## src/sv/fsd_pkg.sv

```systemverilog
`default_nettype none

package fsd_pkg;

	localparam int GRAY_W         = 8;
	localparam int CFG_W          = 11;
	localparam int MAX_WIDTH_DEF  = 1024;
	localparam int LINE_WIDTH_RST = 640;
	// result queue depth, power of two, at least two
	localparam int OUT_DEPTH      = 4;

	// error shares in sixteenths
	localparam logic [2:0] K_RIGHT       = 3'd7;
	localparam logic [2:0] K_BELOW_LEFT  = 3'd3;
	localparam logic [2:0] K_BELOW       = 3'd5;
	localparam logic [2:0] K_BELOW_RIGHT = 3'd1;

	typedef struct packed {
		logic [GRAY_W-1:0] gray;
		logic              action;
	} fsd_in_t;

	typedef struct packed {
		logic white;
		logic row_end;
		logic frame_end;
		logic last;
	} fsd_out_t;

	// quantization error: v - 255 when white, else v
	function automatic logic signed [8:0] err_of(input logic [GRAY_W-1:0] v);
		logic signed [8:0] ext;
		ext = $signed({1'b0, v});
		return v[GRAY_W-1] ? (ext - 9'sd255) : ext;
	endfunction

	// floor((16v + k*e) / 16), clamped to 0..255
	function automatic logic [GRAY_W-1:0] add_share(input logic [GRAY_W-1:0] v,
	                                               input logic [2:0] k,
	                                               input logic signed [8:0] e);
		logic signed [13:0] ke;
		logic signed [13:0] t;
		logic [8:0]         q;
		ke = 14'(e) * 14'($signed({1'b0, k}));
		t  = $signed({2'b00, v, 4'b0000}) + ke;
		q  = t[12:4];
		if (t[13])
			return '0;
		else if (q[8])
			return '1;
		else
			return q[7:0];
	endfunction

endpackage

`default_nettype wire

```

## src/sv/fsd_out_fifo.sv

```systemverilog
`default_nettype none

module fsd_out_fifo (
	input  wire logic             clk,
	input  wire logic             arst_n,
	input  wire logic             push_one,
	input  wire logic             push_two,
	input  wire fsd_pkg::fsd_out_t push_d0,
	input  wire fsd_pkg::fsd_out_t push_d1,
	output logic                  room_two,
	output logic                  res_valid,
	input  wire logic             res_ready,
	output fsd_pkg::fsd_out_t     res
);
	import fsd_pkg::*;

	localparam int PW = $clog2(OUT_DEPTH);

	fsd_out_t      slot_q [OUT_DEPTH];
	logic [PW-1:0] wr_ptr_q;
	logic [PW-1:0] rd_ptr_q;
	logic [PW:0]   cnt_q;
	logic [PW:0]   n_push;
	logic          pop;

	assign pop       = res_valid & res_ready;
	assign res_valid = (cnt_q != '0);
	assign res       = slot_q[rd_ptr_q];
	assign room_two  = (cnt_q <= (PW+1)'(OUT_DEPTH - 2));
	assign n_push    = (PW+1)'(push_one) + (PW+1)'(push_two);

	always_ff @(posedge clk) begin
		if (push_one) begin
			slot_q[wr_ptr_q] <= push_d0;
		end
		if (push_two) begin
			slot_q[wr_ptr_q + PW'(1)] <= push_d1;
		end
	end

	always_ff @(posedge clk or negedge arst_n) begin
		if (!arst_n) begin
			wr_ptr_q <= '0;
			rd_ptr_q <= '0;
			cnt_q    <= '0;
		end else begin
			wr_ptr_q <= wr_ptr_q + n_push[PW-1:0];
			rd_ptr_q <= rd_ptr_q + PW'(pop);
			cnt_q    <= cnt_q + n_push - (PW+1)'(pop);
		end
	end

endmodule

`default_nettype wire

```

## config.mk

```make
export PLATFORM = sky130hd
export DESIGN_NAME = fsd_out_fifo
export DESIGN_NICKNAME = d
export VERILOG_FILES = /design/src/sv/fsd_pkg.sv /design/src/sv/fsd_out_fifo.sv
export SDC_FILE = /design/constraint.sdc
export NUM_CORES = 1
export LEC_CHECK = 0
export BUFFER_PORTS_ARGS = -buffer_cell sky130_fd_sc_hd__buf_4
export CORE_MARGIN = 2
export CORE_UTILIZATION = 57
export DETAILED_ROUTE_END_ITERATION = 8
export PLACE_DENSITY = 0.8
export SETUP_SLACK_MARGIN = 0.15
export SYNTH_ARGS = -nofsm -noshare
export SYNTH_HDL_FRONTEND = slang
export SYNTH_SLANG_ARGS = --single-unit
```

## constraint.sdc

```tcl
create_clock -name clk -period 3.8 [get_ports clk]
set_clock_uncertainty 0.1 [all_clocks]
set_input_delay 0.76 -clock clk [delete_from_list [all_inputs] [get_ports clk]]
set_output_delay 0.76 -clock clk [all_outputs]
set_load 0.02 [all_outputs]
```

==> Yosys cells after proc, flatten, opt, wreduce, memory -nomap -nowiden <==
Memory sizes are Yosys's and may differ from the RTL's.
Index checks and enable logic that the tools add are counted.
{ "word_totals": {"mem_bits_rw": 16, "regBits": 7, "output_inout_bits": 6, "memories": 1, "elab_cells": 17, "in_bits": 13} }
{ "op_classes": {"add_sub_neg": 6, "bitwise": 1, "n_reduce_logical": 1, "n_mux": 4, "n_lt_le_gt_ge": 1} }
{ "mem_list": {"columns": ["name", "words", "word_bits", "read_ports", "rd_ports_with_merged_regs", "wr", "line", "text"], "rows": [
  ["slot_q", 4, 4, 1, 0, 2, "fsd_out_fifo.sv:19", "fsd_out_t slot_q [OUT_DEPTH];"]
]} }
{ "ops": {"columns": ["op", "n"], "rows": [
  ["$mux W1", 4],
  ["$add A3 B2 Y3", 1],
  ["$le A3 B2 Y1 const B", 1],
  ["$reduce_bool A3 Y1", 1],
  ["$sub A3 B1 Y3", 1],
  ["$add A1 B1 Y2", 1],
  ["$add A2 B1 Y2", 1],
  ["$add A2 B1 Y2 const B", 1],
  ["$add A2 B2 Y2", 1],
  ["$and A1 B1 Y1", 1]
]} }

==> Longest topological paths before layout <==
{ "depth": {"ltp_word": 3, "ltp_mapped": 8, "depth_no_buf": 8} }

==> Least setup slack after synthesis <==
Ideal clock, no wire load.
{ "synth_path": {"path_kind": "flip-flop to flip-flop", "from": "register cnt_q[2]", "to": "register cnt_q[2]", "path_slack_ns": 1.400, "path_buffers": 0, "period_less_slack_ns": 2.400, "setup_ns": 0.080, "stages_incl_launch_ff": 9, "arrival_ns": 2.220, "t_required_ns": 3.620, "cell_sequence": "dfrtp_1 or3_1 and2_1 ha_1 inv_1 ha_1 fa_1 xnor2_1 xnor2_1"} }
{ "synth_between": {"elab_chain_len": 3, "word_cells_on_any_way": 4, "cone_classes": "add/sub (2); bitwise (1); reduce/logical (1)"} }
{ "synth_rtl": {"columns": ["item", "line", "text"], "rows": [
  ["start, declared", "fsd_out_fifo.sv:22", "logic [PW:0] cnt_q;"],
  ["start signal, assigned", "fsd_out_fifo.sv:49", "cnt_q <= cnt_q + n_push - (PW+1)'(pop);"],
  ["$reduce_bool A3 Y1", "fsd_out_fifo.sv:27", "assign res_valid = (cnt_q != '0);"],
  ["via res_valid", "fsd_out_fifo.sv:11", "output logic res_valid,"],
  ["$and A1 B1 Y1", "fsd_out_fifo.sv:26", "assign pop = res_valid & res_ready;"],
  ["$sub A3 B1 Y3", "fsd_out_fifo.sv:49", null]
]} }
The timed path passes the listed nets, and every way through them passes these cells.

==> impl_metrics.yaml <==
run_status:
  status: "completed"
yosys:
  synth.distinct_cells: 22
  main_combinational_cell_family_by_area_after_synthesis: "multiplexers"
  yosys.area_share.xor_xnor: 0.0368
  synth-seq-cells: 23
  number_of_warnings_printed_during_yosys_synthesis: 0
  synth_mux_area_frac: 0.236
  area_share_of_and_or_nand_nor_cells_after_synthesis: 0.0600
  mappedNetlistNets: 96
  synth_sequential_area_ratio: 0.552
  synth_fa_ha_area_frac: 0.0800
  syn-mean-instance-area_um2: 15.6
  synth_area_um2: 1190
  netlist_instances: 76
  area_fraction_in_compound_gates_after_synthesis: 0.0126
clock_tree:
  tritoncts.num_buffers: 3
  numClockSinks: 23
  cts_max_path_buffers: 2
  worst_skew_pair.late_latency_ns: 0.31
  cts-resized-gates: 0
  clk_pin_slew_ns: 0.13
  cts_tree: "done"
  postCtsHoldBufs: 0
  cts_max_level: 1
  post-cts-setup-buffers: 0
  clk_root_buffer_cell: "sky130_fd_sc_hd__clkbuf_4"
routing:
  route.detailed.drc: 0
  vias: 655
  detail_route.first_pass.iterations: 3
  totalWireLength_mm: 2.01
  initialDrtViolationCount: 9
  ant_nets: 0
  wl_per_cell_um: 16.2
  via_per_inst: 5.28
power:
  power_frac_seq: 0.459
  leakagePower_nw: 0.552
  powerDensity_nw_per_um2: 731
  switching_power_uw: 359
  power_switching_share: 0.355
  ir_drop_mv: 0.433
  power_report.internal_total_uw: 650
  clkPwrFrac: 0.111
  power.share.combinational: 0.430
sta:
  timing.final.ws_setup_ns: 1.38
  report.final.setup_viol: 0
  fmaxAchievable_mhz: 413
  relSlewSlack: 0.539
  slew_at_the_pin_closest_to_its_max_slew_limit_ns: 0.684
  setup-tns-final_ns: 0
  fin_worst_hold_slack_ns: 0.137
  min_period_over_period: 0.637
  unrepaired_setup_endpoints_after_global_routing: "no"
  final-hold-violation-count: 0
  layout_min_cycle_time_ns: 2.42
  slew_viol_final: 0
critical_path:
  setup.reg_to_reg.worst_slack_ns: 1.41
  cp.required_ns: 2.94
  crit_path_start_kind: "flop"
  crit_path_cell_trace: "mux4_2 > buf_4"
  critical_path.n_buffers_inverters: 1
  worst_path_slowest_cell: "sky130_fd_sc_hd__dfrtp_1"
  setup.worst_path.class: "reg -> out"
  critPathMaxStageDelay_ns: 0.54
  worst_setup_ep_type: "primary output"
  critical_path.max_fanout: 5
  timing.critical_path.max_delay_family: "flip-flops"
  cp.arrival_ns: 1.56
hold_path:
  hold_path.class: "in -> async"
grt:
  grt_antenna_before_repair: 0
  grt-ovfl-total: 0
  number_of_global_route_vias_before_repair: 708
  largest_net_degree_at_the_start_of_global_routing: 14
  gr-usage-all-layers: 0.194
  global_route_wire_length_before_repair_mm: 3.40
die:
  floorplan.initialDensity: 0.606
  floorplan.die.width_um: 49.7
  placeableCoreArea_um2: 1960
  design.die.area_um2: 2470
  placement_rows: 16
  io_pins: 19
  floorplan.die.height_um: 49.7
final_layout:
  finalNetCount: 118
  most-common-layout-cells: "sky130_fd_sc_hd__buf_4, sky130_fd_sc_hd__mux2_2, sky130_fd_sc_hd__edfxtp_1, sky130_fd_sc_hd__dfrtp_1"
  num_antenna_cells: 0
  layout_commonest_cell: "sky130_fd_sc_hd__buf_4"
  drive_above_1_share: 0.443
  flow.area_growth_from_synthesis_pct: 16.1
  fraction_of_the_core_area_covered_by_cells_at_the_end_of_the_flow: 0.703
place:
  place_congestion: 0.743
  io_buffers: 18
  preCtsSetupSlack_ns: 1.19
  dp_hpwl_mm: 1.62
run:
  max_capacitance_violation_total: 0
cell families after synthesis:
logic type	after synthesis
simple gates	10
mux	21
xor+xnor	5
compound gates	3
fa+ha+maj	7
flops	23
buf+inv	7
state kept, by name (all words and copies together), names as in the netlist:
name      flops
wr_ptr_q      2
slot_q       16
cnt_q         3
rd_ptr_q      2
power by group through the flow:
stage	clock, mW	combinational [mW]	sequential (mW)
floorplan	0	0.324	0.436
global placement	0	0.425	0.466
detailed placement	0	0.439	0.472
CTS	0.114	0.440	0.466
global route	0.122	0.478	0.481
finish	0.112	0.434	0.464
final cells by class:
| cell class | count | area [um^2] |
|---|---|---|
| inverters | 6 | 22.5 |
| clock buffers | 3 | 22.5 |
| well taps | 27 | 33.8 |
| multi-input cells | 46 | 505 |
| flip-flops and latches | 23 | 656 |
| clock inverters | 1 | 5.00 |
| repair buffers | 18 | 135 |
| fillers | 159 | 582 |
routing by layer:
| layer | vias up | part of all wire | GRT usage |
|---|---|---|---|
| met3 | 0 | 0.016 | 0.0273 |
| met5 | - | 0 | 0 |
| met4 | 0 | 0 | 0.0556 |
| met1 | 321 | 0.43 | 0.251 |
| met2 | 8 | 0.56 | 0.340 |
| li1 | 326 | - | - |
cell usage after synthesis, drive strengths merged:
master / number / share of area
a21oi: 1 / 0.0042
and2: 1 / 0.0053
buf: 1 / 0.0042
dfrtp: 7 / 0.15
edfxtp: 16 / 0.40
fa: 1 / 0.017
ha: 6 / 0.063
inv: 6 / 0.019
mux2: 16 / 0.15
mux2i: 1 / 0.0084
mux4: 4 / 0.076
nand2: 1 / 0.0032
nand2b: 1 / 0.0053
nand3: 1 / 0.0042
nand3b: 2 / 0.013
nor2: 1 / 0.0032
nor2b: 1 / 0.0053
nor3b: 1 / 0.016
o21ai: 2 / 0.0084
or3: 1 / 0.0053
xnor2: 4 / 0.029
xor2: 1 / 0.0074
per-stage QoR:
| step | power, mW | cells | area [um^2] |
|---|---|---|---|
| 6_report | 1.01 | 124 | 1380 |
| 4_1_cts | 1.02 | 124 | 1380 |
| 3_3_place_gp | 0.890 | 120 | 1350 |
| 3_5_place_dp | 0.912 | 120 | 1350 |
| 5_1_grt | 1.08 | 124 | 1380 |
| 2_1_floorplan | 0.760 | 76 | 1190 |
path summary, 6_finish.rpt:
| path | endpoint | cells after the start | start |
|---|---|---|---|
| max | res[0] | 2 | rd_ptr_q[0] |
| min | rd_ptr_q[1] | 1 | arst_n |
| max reg2reg | cnt_q[2] | 8 | cnt_q[2] |
| min reg2reg | cnt_q[2] | 1 | cnt_q[2] |
| max in group asynchronous | wr_ptr_q[1] | 1 | arst_n |
| min in group clk | cnt_q[2] | 1 | cnt_q[2] |
(Power assumes the default switching activity.)
